[src/rtl/rar_pkg.sv]
// ----------------------------------------------------------------------------
// rar_pkg
// Shared widths, request codes and queue entry type for the rational
// arithmetic reduce core.
// ----------------------------------------------------------------------------
package rar_pkg;

   // Operand width and derived result widths
   localparam int WIDTH  = 16;
   localparam int MAG_W  = 2 * WIDTH;
   localparam int NUM_W  = 2 * WIDTH + 1;
   localparam int DEN_W  = 2 * WIDTH;
   localparam int CNT_W  = $clog2(MAG_W);
   localparam int K_W    = $clog2(MAG_W + 1);

   // Queue between front and back
   localparam int QDEPTH = 2;
   localparam int QPTR_W = $clog2(QDEPTH);
   localparam int QCNT_W = $clog2(QDEPTH + 1);

   // Request codes
   localparam logic [2:0] OP_REDUCE   = 3'd0;
   localparam logic [2:0] OP_ADD      = 3'd1;
   localparam logic [2:0] OP_SUB      = 3'd2;
   localparam logic [2:0] OP_MUL      = 3'd3;
   localparam logic [2:0] OP_DIV      = 3'd4;
   localparam logic [2:0] OP_COMPARE  = 3'd5;

   // What the back end has to do with an entry
   typedef enum logic [1:0] {
      KIND_ARITH = 2'd0,
      KIND_CMP   = 2'd1,
      KIND_ERR   = 2'd2
   } rar_kind_type;

   typedef struct packed {
      rar_kind_type       kind;
      logic               greater;
      logic               num_neg;
      logic [MAG_W-1:0]   num_mag;
      logic               den_neg;
      logic [MAG_W-1:0]   den_mag;
   } rar_entry_type;

   // Front to queue write port
   typedef struct packed {
      logic          valid;
      rar_entry_type entry;
   } rar_wr_type;

endpackage

[src/rtl/rational_arith_reduce_core.sv]
// ----------------------------------------------------------------------------
// rational_arith_reduce_core
// Exact reduce, add, subtract, multiply, divide and compare on two signed
// fractions, with the result divided down by the gcd of its magnitudes.
// ----------------------------------------------------------------------------
// Each request is taken by a front end that checks the operands and forms
// the exact cross products, then waits in a two-entry queue for the back
// end. Compare and error transactions go straight to the output state of
// the back end. Arithmetic transactions run a binary gcd loop on the 32-bit
// magnitudes and then two bit-serial dividers that run side by side. The
// front end takes the next request while the back end works, as long as
// the queue has room, and a finished result waits in the output register
// while the back end starts on the next entry.
module rational_arith_reduce_core (
   input  logic                          clock,
   input  logic                          reset,
   input  logic                          push,
   output logic                          full,
   input  logic [2:0]                    req_type,
   input  logic [rar_pkg::WIDTH-1:0]     req_a_num,
   input  logic [rar_pkg::WIDTH-1:0]     req_a_den,
   input  logic [rar_pkg::WIDTH-1:0]     req_b_num,
   input  logic [rar_pkg::WIDTH-1:0]     req_b_den,
   output logic                          empty,
   input  logic                          pop,
   output logic [rar_pkg::NUM_W-1:0]     rsp_res_num,
   output logic [rar_pkg::DEN_W-1:0]     rsp_res_den,
   output logic                          rsp_a_greater,
   output logic                          rsp_error
);
   import rar_pkg::*;

   rar_wr_type    q_wr;
   rar_entry_type q_rd_entry;
   logic          q_full, q_empty, q_pop;

   // Front end: accept and classify
   rar_front u_front (
      .clock     (clock),
      .reset     (reset),
      .push      (push),
      .full      (full),
      .req_type  (req_type),
      .req_a_num (req_a_num),
      .req_a_den (req_a_den),
      .req_b_num (req_b_num),
      .req_b_den (req_b_den),
      .q_full    (q_full),
      .q_wr      (q_wr)
   );

   // Decoupling queue
   rar_queue u_queue (
      .clock      (clock),
      .reset      (reset),
      .q_wr       (q_wr),
      .q_full     (q_full),
      .q_pop      (q_pop),
      .q_empty    (q_empty),
      .q_rd_entry (q_rd_entry)
   );

   // Back end: gcd, divide, output register
   rar_back u_back (
      .clock         (clock),
      .reset         (reset),
      .q_empty       (q_empty),
      .q_pop         (q_pop),
      .q_rd_entry    (q_rd_entry),
      .empty         (empty),
      .pop           (pop),
      .rsp_res_num   (rsp_res_num),
      .rsp_res_den   (rsp_res_den),
      .rsp_a_greater (rsp_a_greater),
      .rsp_error     (rsp_error)
   );

   // Front never writes into a full queue
   a_no_overflow: assert property (@(posedge clock) disable iff (reset)
      q_wr.valid |-> !q_full)
      else $error("queue write while full");

   // Back end only pops a queue that holds entries
   a_no_underflow: assert property (@(posedge clock) disable iff (reset)
      q_pop |-> !q_empty)
      else $error("queue pop while empty");

   // An error transaction carries zero fields
   a_err_zero: assert property (@(posedge clock) disable iff (reset)
      (!empty && rsp_error) |->
         (rsp_res_num == '0 && rsp_res_den == '0 && !rsp_a_greater))
      else $error("error result with nonzero fields");

   // A good result with a nonzero numerator never has a zero denominator
   a_den_nonzero: assert property (@(posedge clock) disable iff (reset)
      (!empty && !rsp_error && rsp_res_num != '0) |-> (rsp_res_den != '0))
      else $error("nonzero numerator over zero denominator");

endmodule

[src/rtl/rar_front.sv]
// ----------------------------------------------------------------------------
// rar_front
// Accepts a request, checks operands, forms the exact cross products and
// the signed numerator/denominator, then writes one entry into the queue.
// ----------------------------------------------------------------------------
module rar_front (
   input  logic                       clock,
   input  logic                       reset,
   input  logic                       push,
   output logic                       full,
   input  logic [2:0]                 req_type,
   input  logic [rar_pkg::WIDTH-1:0]  req_a_num,
   input  logic [rar_pkg::WIDTH-1:0]  req_a_den,
   input  logic [rar_pkg::WIDTH-1:0]  req_b_num,
   input  logic [rar_pkg::WIDTH-1:0]  req_b_den,
   input  logic                       q_full,
   output rar_pkg::rar_wr_type        q_wr
);
   import rar_pkg::*;

   typedef enum logic [2:0] {
      FR_IDLE = 3'b001,
      FR_MUL  = 3'b010,
      FR_PUSH = 3'b100
   } fr_state_type;

   fr_state_type     state_ff, state_in;
   logic [2:0]       op_ff, op_in;
   logic             err_ff, err_in;
   logic [WIDTH-1:0] an_ff, ad_ff, bn_ff, bd_ff;
   logic [WIDTH-1:0] an_in, ad_in, bn_in, bd_in;
   logic             an_neg_ff, ad_neg_ff, bn_neg_ff, bd_neg_ff;
   logic             an_neg_in, ad_neg_in, bn_neg_in, bd_neg_in;
   logic [MAG_W-1:0] p1_ff, p2_ff, p3_ff, p1_in, p2_in, p3_in;
   logic             s1_ff, s2_ff, s3_ff, s1_in, s2_in, s3_in;

   logic [WIDTH-1:0] an_mag, ad_mag, bn_mag, bd_mag;
   logic [WIDTH-1:0] f1a, f1b, f2a, f2b, f3a, f3b;
   logic             g1a, g1b, g2a, g2b, g3a, g3b;
   logic             sub_op, t1neg, t2neg, sum_neg;
   logic [MAG_W-1:0] sum_mag;
   rar_entry_type    ent;

   // Two's complement to magnitude
   assign an_mag = req_a_num[WIDTH-1] ? (~req_a_num + 1'b1) : req_a_num;
   assign ad_mag = req_a_den[WIDTH-1] ? (~req_a_den + 1'b1) : req_a_den;
   assign bn_mag = req_b_num[WIDTH-1] ? (~req_b_num + 1'b1) : req_b_num;
   assign bd_mag = req_b_den[WIDTH-1] ? (~req_b_den + 1'b1) : req_b_den;

   // Factor selection per request
   always_comb begin
      f1a = an_ff; f1b = bd_ff; g1a = an_neg_ff; g1b = bd_neg_ff;
      f2a = ad_ff; f2b = bn_ff; g2a = ad_neg_ff; g2b = bn_neg_ff;
      f3a = ad_ff; f3b = bd_ff; g3a = ad_neg_ff; g3b = bd_neg_ff;
      case (op_ff)
         OP_REDUCE: begin
            f1b = WIDTH'(1); g1b = 1'b0;
            f2a = '0;
            f3b = WIDTH'(1); g3b = 1'b0;
         end
         OP_MUL: begin
            f1b = bn_ff; g1b = bn_neg_ff;
            f2a = '0;
         end
         OP_DIV: begin
            f2a = '0;
            f3b = bn_ff; g3b = bn_neg_ff;
         end
         default: begin
         end
      endcase
   end

   // Signed combine of the two numerator terms
   assign sub_op = (op_ff == OP_SUB) || (op_ff == OP_COMPARE);
   assign t1neg  = (p1_ff != '0) && s1_ff;
   assign t2neg  = (p2_ff != '0) && (s2_ff ^ sub_op);
   always_comb begin
      if (t1neg == t2neg) begin
         sum_mag = p1_ff + p2_ff;
         sum_neg = t1neg;
      end else if (p1_ff >= p2_ff) begin
         sum_mag = p1_ff - p2_ff;
         sum_neg = t1neg;
      end else begin
         sum_mag = p2_ff - p1_ff;
         sum_neg = t2neg;
      end
      if (sum_mag == '0) sum_neg = 1'b0;
   end

   // Queue entry
   always_comb begin
      if (err_ff) ent.kind = KIND_ERR;
      else if (op_ff == OP_COMPARE) ent.kind = KIND_CMP;
      else ent.kind = KIND_ARITH;
      ent.greater = (sum_mag != '0) && (sum_neg == (ad_neg_ff ^ bd_neg_ff));
      ent.num_neg = sum_neg;
      ent.num_mag = sum_mag;
      ent.den_neg = (p3_ff != '0) && s3_ff;
      ent.den_mag = p3_ff;
   end

   assign full        = (state_ff != FR_IDLE);
   assign q_wr.valid  = (state_ff == FR_PUSH) && !q_full;
   assign q_wr.entry  = ent;

   // Next state and data
   always_comb begin
      state_in = state_ff;
      op_in = op_ff; err_in = err_ff;
      an_in = an_ff; ad_in = ad_ff; bn_in = bn_ff; bd_in = bd_ff;
      an_neg_in = an_neg_ff; ad_neg_in = ad_neg_ff;
      bn_neg_in = bn_neg_ff; bd_neg_in = bd_neg_ff;
      p1_in = p1_ff; p2_in = p2_ff; p3_in = p3_ff;
      s1_in = s1_ff; s2_in = s2_ff; s3_in = s3_ff;
      case (state_ff)
         FR_IDLE: begin
            if (push) begin
               op_in = req_type;
               err_in = (req_type > OP_COMPARE) || (ad_mag == '0) ||
                        ((req_type != OP_REDUCE) && (bd_mag == '0)) ||
                        ((req_type == OP_DIV) && (bn_mag == '0));
               an_in = an_mag; ad_in = ad_mag; bn_in = bn_mag; bd_in = bd_mag;
               an_neg_in = req_a_num[WIDTH-1];
               ad_neg_in = req_a_den[WIDTH-1];
               bn_neg_in = req_b_num[WIDTH-1];
               bd_neg_in = req_b_den[WIDTH-1];
               state_in = FR_MUL;
            end
         end
         FR_MUL: begin
            p1_in = f1a * f1b; s1_in = g1a ^ g1b;
            p2_in = f2a * f2b; s2_in = g2a ^ g2b;
            p3_in = f3a * f3b; s3_in = g3a ^ g3b;
            state_in = FR_PUSH;
         end
         FR_PUSH: begin
            if (!q_full) state_in = FR_IDLE;
         end
         default: state_in = FR_IDLE;
      endcase
   end

   always_ff @(posedge clock) begin
      if (reset) state_ff <= FR_IDLE;
      else state_ff <= state_in;
      op_ff <= op_in; err_ff <= err_in;
      an_ff <= an_in; ad_ff <= ad_in; bn_ff <= bn_in; bd_ff <= bd_in;
      an_neg_ff <= an_neg_in; ad_neg_ff <= ad_neg_in;
      bn_neg_ff <= bn_neg_in; bd_neg_ff <= bd_neg_in;
      p1_ff <= p1_in; p2_ff <= p2_in; p3_ff <= p3_in;
      s1_ff <= s1_in; s2_ff <= s2_in; s3_ff <= s3_in;
   end

endmodule

[src/rtl/rar_queue.sv]
// ----------------------------------------------------------------------------
// rar_queue
// Short first-in first-out queue of classified entries between the front
// and back ends.
// ----------------------------------------------------------------------------
module rar_queue (
   input  logic                   clock,
   input  logic                   reset,
   input  rar_pkg::rar_wr_type    q_wr,
   output logic                   q_full,
   input  logic                   q_pop,
   output logic                   q_empty,
   output rar_pkg::rar_entry_type q_rd_entry
);
   import rar_pkg::*;

   rar_entry_type       mem_ff [QDEPTH];
   logic [QPTR_W-1:0]   wr_ptr_ff, wr_ptr_in, rd_ptr_ff, rd_ptr_in;
   logic [QCNT_W-1:0]   cnt_ff, cnt_in;
   logic                do_wr, do_rd;

   assign q_full     = (cnt_ff == QCNT_W'(QDEPTH));
   assign q_empty    = (cnt_ff == '0);
   assign q_rd_entry = mem_ff[rd_ptr_ff];
   assign do_wr      = q_wr.valid && !q_full;
   assign do_rd      = q_pop && !q_empty;

   // Pointer and count update
   always_comb begin
      wr_ptr_in = wr_ptr_ff;
      rd_ptr_in = rd_ptr_ff;
      cnt_in    = cnt_ff;
      if (do_wr) wr_ptr_in = (wr_ptr_ff == QPTR_W'(QDEPTH - 1)) ? '0 : wr_ptr_ff + 1'b1;
      if (do_rd) rd_ptr_in = (rd_ptr_ff == QPTR_W'(QDEPTH - 1)) ? '0 : rd_ptr_ff + 1'b1;
      if (do_wr && !do_rd) cnt_in = cnt_ff + 1'b1;
      else if (do_rd && !do_wr) cnt_in = cnt_ff - 1'b1;
   end

   always_ff @(posedge clock) begin
      if (reset) begin
         wr_ptr_ff <= '0;
         rd_ptr_ff <= '0;
         cnt_ff    <= '0;
      end else begin
         wr_ptr_ff <= wr_ptr_in;
         rd_ptr_ff <= rd_ptr_in;
         cnt_ff    <= cnt_in;
      end
      if (do_wr) mem_ff[wr_ptr_ff] <= q_wr.entry;
   end

endmodule

[src/rtl/rar_back.sv]
// ----------------------------------------------------------------------------
// rar_back
// Takes entries from the queue, finds the gcd with a binary gcd loop,
// divides numerator and denominator by it bit-serially and holds the
// result in the output register.
// ----------------------------------------------------------------------------
module rar_back (
   input  logic                          clock,
   input  logic                          reset,
   input  logic                          q_empty,
   output logic                          q_pop,
   input  rar_pkg::rar_entry_type        q_rd_entry,
   output logic                          empty,
   input  logic                          pop,
   output logic [rar_pkg::NUM_W-1:0]     rsp_res_num,
   output logic [rar_pkg::DEN_W-1:0]     rsp_res_den,
   output logic                          rsp_a_greater,
   output logic                          rsp_error
);
   import rar_pkg::*;

   typedef enum logic [3:0] {
      BK_IDLE = 4'b0001,
      BK_GCD  = 4'b0010,
      BK_DIV  = 4'b0100,
      BK_OUT  = 4'b1000
   } bk_state_type;

   bk_state_type     state_ff, state_in;
   rar_entry_type    ent_ff, ent_in;
   logic [MAG_W-1:0] gx_ff, gx_in, gy_ff, gy_in, g_ff, g_in;
   logic [K_W-1:0]   k_ff, k_in;
   logic [CNT_W-1:0] cnt_ff, cnt_in;
   logic [MAG_W-1:0] nq_ff, nq_in, dq_ff, dq_in;
   logic [MAG_W:0]   nr_ff, nr_in, dr_ff, dr_in;
   logic             valid_ff, valid_in;
   logic [NUM_W-1:0] num_ff, num_in;
   logic [DEN_W-1:0] den_ff, den_in;
   logic             gt_ff, gt_in, err_ff, err_in;

   logic [MAG_W:0]   nr_sh, dr_sh;
   logic             nr_ge, dr_ge, out_free;

   assign out_free = !valid_ff || pop;
   assign q_pop    = (state_ff == BK_IDLE) && !q_empty;

   // One restoring divide step on each lane
   assign nr_sh = {nr_ff[MAG_W-1:0], nq_ff[MAG_W-1]};
   assign dr_sh = {dr_ff[MAG_W-1:0], dq_ff[MAG_W-1]};
   assign nr_ge = (nr_sh >= {1'b0, g_ff});
   assign dr_ge = (dr_sh >= {1'b0, g_ff});

   always_comb begin
      state_in = state_ff;
      ent_in = ent_ff;
      gx_in = gx_ff; gy_in = gy_ff; g_in = g_ff; k_in = k_ff; cnt_in = cnt_ff;
      nq_in = nq_ff; dq_in = dq_ff; nr_in = nr_ff; dr_in = dr_ff;
      valid_in = valid_ff;
      num_in = num_ff; den_in = den_ff; gt_in = gt_ff; err_in = err_ff;
      if (pop) valid_in = 1'b0;
      case (state_ff)
         BK_IDLE: begin
            if (!q_empty) begin
               ent_in = q_rd_entry;
               gx_in  = q_rd_entry.num_mag;
               gy_in  = q_rd_entry.den_mag;
               k_in   = '0;
               state_in = (q_rd_entry.kind == KIND_ARITH) ? BK_GCD : BK_OUT;
            end
         end
         // Binary gcd: one shift or one subtract per cycle
         BK_GCD: begin
            if (gx_ff == '0) begin
               g_in   = gy_ff << k_ff;
               nq_in  = ent_ff.num_mag;
               dq_in  = ent_ff.den_mag;
               nr_in  = '0;
               dr_in  = '0;
               cnt_in = CNT_W'(MAG_W - 1);
               state_in = BK_DIV;
            end else if (!gx_ff[0] && !gy_ff[0]) begin
               gx_in = gx_ff >> 1;
               gy_in = gy_ff >> 1;
               k_in  = k_ff + 1'b1;
            end else if (!gx_ff[0]) begin
               gx_in = gx_ff >> 1;
            end else if (!gy_ff[0]) begin
               gy_in = gy_ff >> 1;
            end else if (gx_ff >= gy_ff) begin
               gx_in = gx_ff - gy_ff;
            end else begin
               gy_in = gy_ff - gx_ff;
            end
         end
         // Both quotients, one bit per cycle
         BK_DIV: begin
            nr_in = nr_ge ? (nr_sh - {1'b0, g_ff}) : nr_sh;
            dr_in = dr_ge ? (dr_sh - {1'b0, g_ff}) : dr_sh;
            nq_in = {nq_ff[MAG_W-2:0], nr_ge};
            dq_in = {dq_ff[MAG_W-2:0], dr_ge};
            if (cnt_ff == '0) state_in = BK_OUT;
            else cnt_in = cnt_ff - 1'b1;
         end
         BK_OUT: begin
            if (out_free) begin
               valid_in = 1'b1;
               num_in = '0; den_in = '0; gt_in = 1'b0; err_in = 1'b0;
               case (ent_ff.kind)
                  KIND_ERR: err_in = 1'b1;
                  KIND_CMP: gt_in = ent_ff.greater;
                  KIND_ARITH: begin
                     num_in = ent_ff.num_neg ? (~{1'b0, nq_ff} + 1'b1) : {1'b0, nq_ff};
                     den_in = ent_ff.den_neg ? (~dq_ff + 1'b1) : dq_ff;
                  end
                  default: err_in = 1'b1;
               endcase
               state_in = BK_IDLE;
            end
         end
         default: state_in = BK_IDLE;
      endcase
   end

   always_ff @(posedge clock) begin
      if (reset) begin
         state_ff <= BK_IDLE;
         valid_ff <= 1'b0;
      end else begin
         state_ff <= state_in;
         valid_ff <= valid_in;
      end
      ent_ff <= ent_in;
      gx_ff <= gx_in; gy_ff <= gy_in; g_ff <= g_in; k_ff <= k_in; cnt_ff <= cnt_in;
      nq_ff <= nq_in; dq_ff <= dq_in; nr_ff <= nr_in; dr_ff <= dr_in;
      num_ff <= num_in; den_ff <= den_in; gt_ff <= gt_in; err_ff <= err_in;
   end

   assign empty         = !valid_ff;
   assign rsp_res_num   = num_ff;
   assign rsp_res_den   = den_ff;
   assign rsp_a_greater = gt_ff;
   assign rsp_error     = err_ff;

endmodule

[config.mk]
export PLATFORM = sky130hd
export DESIGN_NAME = rational_arith_reduce_core
export DESIGN_NICKNAME = d
export VERILOG_FILES = /design/src/rtl/rar_pkg.sv /design/src/rtl/rational_arith_reduce_core.sv /design/src/rtl/rar_front.sv /design/src/rtl/rar_queue.sv /design/src/rtl/rar_back.sv
export SDC_FILE = /design/constraint.sdc
export NUM_CORES = 2
export LEC_CHECK = 0
export ABC_AREA = 1
export BUFFER_PORTS_ARGS = -buffer_cell sky130_fd_sc_hd__buf_2
export CORE_ASPECT_RATIO = 0.75
export CORE_MARGIN = 5
export CORE_UTILIZATION = 50
export DETAILED_ROUTE_END_ITERATION = 7
export PLACE_DENSITY = 0.66
export SETUP_SLACK_MARGIN = 0.2
export SLEW_MARGIN = 20
export SYNTH_ARGS = -nofsm -noshare
export SYNTH_HDL_FRONTEND = slang
export SYNTH_SLANG_ARGS = --single-unit
[constraint.sdc]
create_clock -name clock -period 9.5 [get_ports clock]
set_clock_uncertainty 0.2 [all_clocks]
set_input_delay 1.9 -clock clock [delete_from_list [all_inputs] [get_ports clock]]
set_output_delay 1.9 -clock clock [all_outputs]
set_load 0.1 [all_outputs]
Yosys cells after proc, flatten, opt, wreduce, memory -nomap -nowiden
Memory sizes are Yosys's and may differ from the RTL's. A register that Yosys moved wholly into a read port is not among the register bits.
Index checks and enable logic that the tools add are counted.
Widths: inputs -> output; s select.

word-level totals
  bits in registers = 554
  bits in writable memories = 138
  input bits = 71
  output and inout bits = 69
  word-level logic and storage cells = 244
  memories kept = 1

cells by class
  add/subtract/negate cells = 19
  multiply operators = 3
  $lt $le $gt $ge = 5
  equal/unequal tests = 30
  shift-type cells = 1
  muxes and demuxes = 69
  bitwise operators = 12
  reductions and logical operators = 59

memories
  name            words  bits a word  read ports  clocked after memory_dff  wr ports  line             RTL
  u_queue.mem_ff  2      69           1           1                         1         rar_queue.sv:17  rar_entry_type mem_ff [QDEPTH];

operator list
  operator               number
  $mux 32                21
  $pmux 32 s2            6
  $sub 32x32->32         6
  $reduce_bool 32->1     4
  $mul 16x16->32         3
  $ge 33x32->1           2
  $add 16x1->16 const B  4
  $ge 32x32->1           2
  $logic_not 32->1       2
  $mux 16                4
  $not 16->16            4
  $pmux 16 s2            2
  $logic_not 16->1       3
  $add 33x1->33 const B  1
  $not 32->33            1
  $add 32x1->32 const B  1
  $add 32x32->32         1
  $not 32->32            1
  $shl 32x6->32          1
  $mux 4                 5
  $mux 6                 3
  $pmux 4 s4             1
  $mux 15                1
  $mux 1                 14
  43 further kinds       105

Longest topological paths before layout
  depth after elaboration = 10
  mapped depth = 33
  mapped depth without buffers = 32

Cells and area by module
A second synthesis with hierarchy kept.

second synthesis, totals
  cells, all modules = 9,680
  area, all modules = 74,097.3 µm²

by module, submodules not included
  module     instances  cells each  area an instance (µm²)  sequential area each (µm²)
  rar_front  1          5,472       40,715.3                5,195.0
  rar_back   1          3,956       28,118.2                11,240.8
  rar_queue  1          252         5,263.8                 4,244.1

Worst setup path after synthesis
OpenSTA, ideal clock, no wires.

  path type = flip-flop to flip-flop
  from = reg u_front.state_ff[1]
  to = reg u_front.state_ff[0]
  setup time = 0.424 ns
  data arrival time = 7.567 ns
  required time = 8.876 ns
  slack = 1.309 ns
  cell stages (with the launch flop) = 4
  buffers on the path = 0
  clock period less this slack = 8.191 ns
  path through = dfxtp_1 inv_1 nor3_1 o31ai_1

on the way
  cells in the longest elaborated chain, start to end = 3
  elaborated cells on any way between the ends = 7
  classes of those cells = eq/ne (5); mux (1); reduce/logical (1)

ends and longest elaborated chain
  element                                   line              RTL
  from (decl)                               rar_front.sv:27   fr_state_type state_ff, state_in;
  from (signal assigned)                    rar_front.sv:147  else state_ff <= state_in;
  $eq 3x3->1 or $eq 3x1->1 (tied branches)  rar_front.sv:117  case (state_ff)
  $ne 2x2->1 (no line)                      n/a
  $reduce_and 2->1 (no line)                n/a

Parallel ways exist; a longest one is shown, timed or not.
A chain may end at the register's enable or synchronous reset.

Worst setup path in the final report
  from = reg u_front.ad_ff[5]
  to = reg u_front.p2_ff[25], data pin

on the way
  cells in the longest elaborated chain, start to end = 2

ends and longest elaborated chain
  element                 line              RTL
  from (decl)             rar_front.sv:30   logic [WIDTH-1:0] an_ff, ad_ff, bn_ff, bd_ff;
  from (signal assigned)  rar_front.sv:149  an_ff <= an_in; ad_ff <= ad_in; bn_ff <= bn_in; bd_ff <= bd_in;
  $mux 16                 rar_front.sv:55   case (op_ff)
  $mul 16x16->32          rar_front.sv:134  p2_in = f2a * f2b; s2_in = g2a ^ g2b;
  to (signal assigned)    rar_front.sv:152  p1_ff <= p1_in; p2_ff <= p2_in; p3_ff <= p3_in;
  to (decl)               rar_front.sv:34   logic [MAG_W-1:0] p1_ff, p2_ff, p3_ff, p1_in, p2_in, p3_in;

Every way passes these cells.

==> flow_metrics.py <==
metrics = {
    "logic_synthesis": {
        "syn_area_um2": 70100,
        "syn_area_per_cell_um2": 8.12,
        "synth-edff-count": 680,
        "yosys_warnings": 0,
        "ys_ff_latch": 693,
        "synth.net_count": 9839,
        "ys_types": 75,
        "synth_ff_type": "edfxtp_1",
        "ys_seq_area_share_pct": 29.5,
        "syn_inst": 8634,
        "async_flop_share_pct": 0,
    },
    "clock_tree": {
        "cts_tree": "yes",
        "cts_resized": 0,
        "cts_hold_buf": 0,
        "cts_buffer_depth": 3,
        "clock-sinks": 693,
        "root_buffer": "clkbuf_16",
        "postCtsSetupRepairBufs": 0,
        "cts_made_buffers": 74,
        "clkLatencyLatePin_ns": 0.71,
        "cts_htree_levels": 3,
        "clk_pin_slew_ns": 0.07,
    },
    "floorplan": {
        "fp.dieH_um": 334,
        "fp.dieW_um": 442,
        "num_rows": 119,
        "start_util_pct": 50.2,
        "io_pins": 140,
        "core-area_um2": 140000,
        "die_area_um2": 148000,
    },
    "placed_design": {
        "portBuffers": 139,
        "gp_congestion": 1.04,
        "place_hpwl_um": 196000,
    },
    "final_layout": {
        "regMostFlops": "u_queue.mem_ff",
        "largest_reg_flops": 138,
        "fill_cells": 13300,
        "drive_above_1_share_pct": 5.23,
        "final-seq-area_um2": 20700,
        "multi_input_area_um2": 42300,
        "syn2layout_area_growth_pct": 6.67,
        "final_nets": 9848,
    },
    "critical_path": {
        "crit_top_cell": "fa_1",
        "path_depth": 24,
        "critical_path.max_fanout": 10,
        "worstPathCellList": "clkinv_1 > nor2_1 > inv_1 > nor2_1 > fa_1 > inv_1 > fa_1 > fa_1 > fa_1 > inv_1 > fa_1 > inv_1 > fa_1 > inv_1 > ha_1 > a21oi_1 > o21ai_0 > a21oi_1 > o21ai_0 > a21boi_1 > o21ai_0 > nand2_1 > nand2_1 > xor2_1",
        "cp_top_family": "adder cells",
        "endpoint_kind": "register",
        "critical-path-max-stage-delay_ns": 0.82,
        "crit_arrival_ns": 8.38,
        "reg2reg_from": "u_front.ad_ff[5]",
        "critPathLaunchType": "register",
        "endpoint": "u_front.p2_ff[25]",
        "required_ns": 9.73,
        "crit_path_start": "u_front.ad_ff[5]",
        "slowest_stage": "nor2_1",
        "timing.rr.end": "u_front.p2_ff[25]",
        "reg2reg_setup_slack_ns": 1.35,
        "r2r_cells": 24,
        "crit_type": "register to register",
        "critPathBufInv": 6,
    },
    "routing": {
        "dr.pass1.iters": 6,
        "antenna_left": 0,
        "dr_wl_met3_um": 28700,
        "wl_per_cell_um": 22.4,
        "via_count": 59600,
        "drc": 0,
        "wl_met1_um": 111000,
        "wl_met2_um": 92000,
        "viasPerCell": 5.63,
        "finalWirelength_um": 237000,
        "highest_layer": "met5",
        "first_iter_violations": 7106,
    },
    "sta": {
        "min_period_ns": 8.15,
        "drv_slew": 0,
        "grt_setup_unrepaired": "no",
        "slew_headroom_pct": 24.1,
        "fmax_ghz": 0.123,
        "hold_viol": 0,
        "fin_crit_sh_pct": 85.8,
        "setup_tns_ns": 0,
        "tightest_slew_ns": 1.13,
        "setup_violations": 0,
    },
    "grt": {
        "grt_pass1_wl_um": 356000,
        "grt_pass1_vias": 56600,
        "grt_overflow": 0,
        "grt_max_degree": 92,
        "antenna_found_initial": 16,
        "grtUsageTotal_pct": 31.6,
    },
    "hold_path": {
        "holdPathStages": 1,
        "min_path_type": "register to register",
    },
    "flow_run": {
        "maxCapViolCount": 0,
    },
    "run_status": {
        "status": "completed",
    },
}
worst min path at each step:
| stage | startpoint | end |
|---|---|---|
| 4_1_cts | u_queue.rd_ptr_ff | register |
| 2_1_floorplan | u_queue.rd_ptr_ff | register |
| 5_1_grt | u_queue.rd_ptr_ff | u_queue.rd_ptr_ff |
| 6_report | u_queue.rd_ptr_ff | register |
| 3_5_place_dp | u_queue.rd_ptr_ff | register |
| 3_3_place_gp | u_queue.rd_ptr_ff | register |
metal layers:
metal / vias up / track usage [%]
met4: 8 / 6.23
li1: 27500 / -
met2: 3031 / 42.7
met1: 28700 / 49.9
met5: - / 0.413
met3: 294 / 9.20
synth_stat cells (10+ instances only):
library cell | count | area (um^2)
a21boi_0 | 13 | 97.6
a21o_1 | 22 | 165
a21oi_1 | 452 | 2260
a31oi_1 | 37 | 231
buf_1 | 14 | 52.6
buf_2 | 23 | 115
buf_4 | 20 | 150
buf_6 | 18 | 203
clkbuf_1 | 167 | 627
clkbuf_2 | 10 | 50.1
clkinv_1 | 21 | 78.8
dfxtp_1 | 13 | 260
edfxtp_1 | 680 | 20400
fa_1 | 589 | 11800
ha_1 | 545 | 6820
inv_1 | 1558 | 5850
inv_2 | 15 | 56.3
mux2i_1 | 16 | 160
nand2_1 | 1854 | 6960
nand2_2 | 30 | 188
nand3_1 | 277 | 1390
nand4_1 | 72 | 450
nor2_1 | 986 | 3700
nor3_1 | 107 | 536
nor4_1 | 32 | 200
o211ai_1 | 20 | 150
o21a_1 | 25 | 188
o21ai_0 | 459 | 2300
o21ai_1 | 37 | 185
o21bai_1 | 28 | 210
o221ai_1 | 29 | 254
o22a_1 | 11 | 96.3
o22ai_1 | 12 | 75.1
o31ai_1 | 10 | 75.1
or2_2 | 41 | 257
xnor2_1 | 80 | 701
xor2_1 | 200 | 1750
cell families (layout without fill, tap and decap cells):
| group | after synthesis | count (layout) | synth area share, % |
|---|---|---|---|
| simple gates | 3452 | 3452 | 20.3 |
| buf+inv | 1849 | 1916 | 10.3 |
| compound gates | 1210 | 1210 | 9.68 |
| fa+ha+maj | 1134 | 1134 | 26.5 |
| flops | 693 | 693 | 29.5 |
| xor+xnor | 280 | 280 | 3.50 |
| mux | 16 | 16 | 0.228 |
| other cells | 0 | 5 | 0 |
cell type report:
type	count	area share (%)
diodes	5	0.0167
multi-input cells	6092	56.6
clock buffers	91	2.56
well taps	1875	3.14
inverters	1595	8.01
flip-flops and latches	693	27.7
clock inverters	43	0.617
repair buffers	187	1.41
stage by stage:
step / util (%) / std cells / cell area, um^2 / setup WS, ns / hold slack [ns]
3_3_place_gp: 51.8 / 10400 / 72400 / 1.57 / 0.227
4_1_cts: 53.5 / 10600 / 74800 / 1.49 / 0.259
5_1_grt: 53.5 / 10600 / 74800 / 0.798 / 0.278
2_1_floorplan: - / 8634 / 70100 / 1.31 / 0.225
3_5_place_dp: 51.8 / 10400 / 72400 / 1.50 / 0.243
6_report: 53.5 / 10600 / 74800 / 1.35 / 0.266
cells in the final DEF, fill, tap and decap left out, drive strengths merged, types with 6 or more instances in the layout:
master and count:
o211ai 22, nand3b 9, o32ai 8, a21oi 458, ha 545, o21ai 497, o2111ai 8, o221ai 29
buf 187, mux2i 16, nor3 114, nand3 284, fa 589, clkbuf 91, xor2 200, nor4 33
a211oi 7, a221oi 6, a21o 22, a31oi 37, clkinvlp 6, o22ai 12, edfxtp 680, o21a 25
dfxtp 13, inv 1579, clkinv 46, nand4 73, o21bai 31, or2 43, nand2 1891, o31ai 10
nor2 998, a21boi 17, bufinv 7, xnor2 80, o22a 11
Power is not shown: default switching activity piles up to over one toggle a cycle in this logic, so the estimate is an artifact.
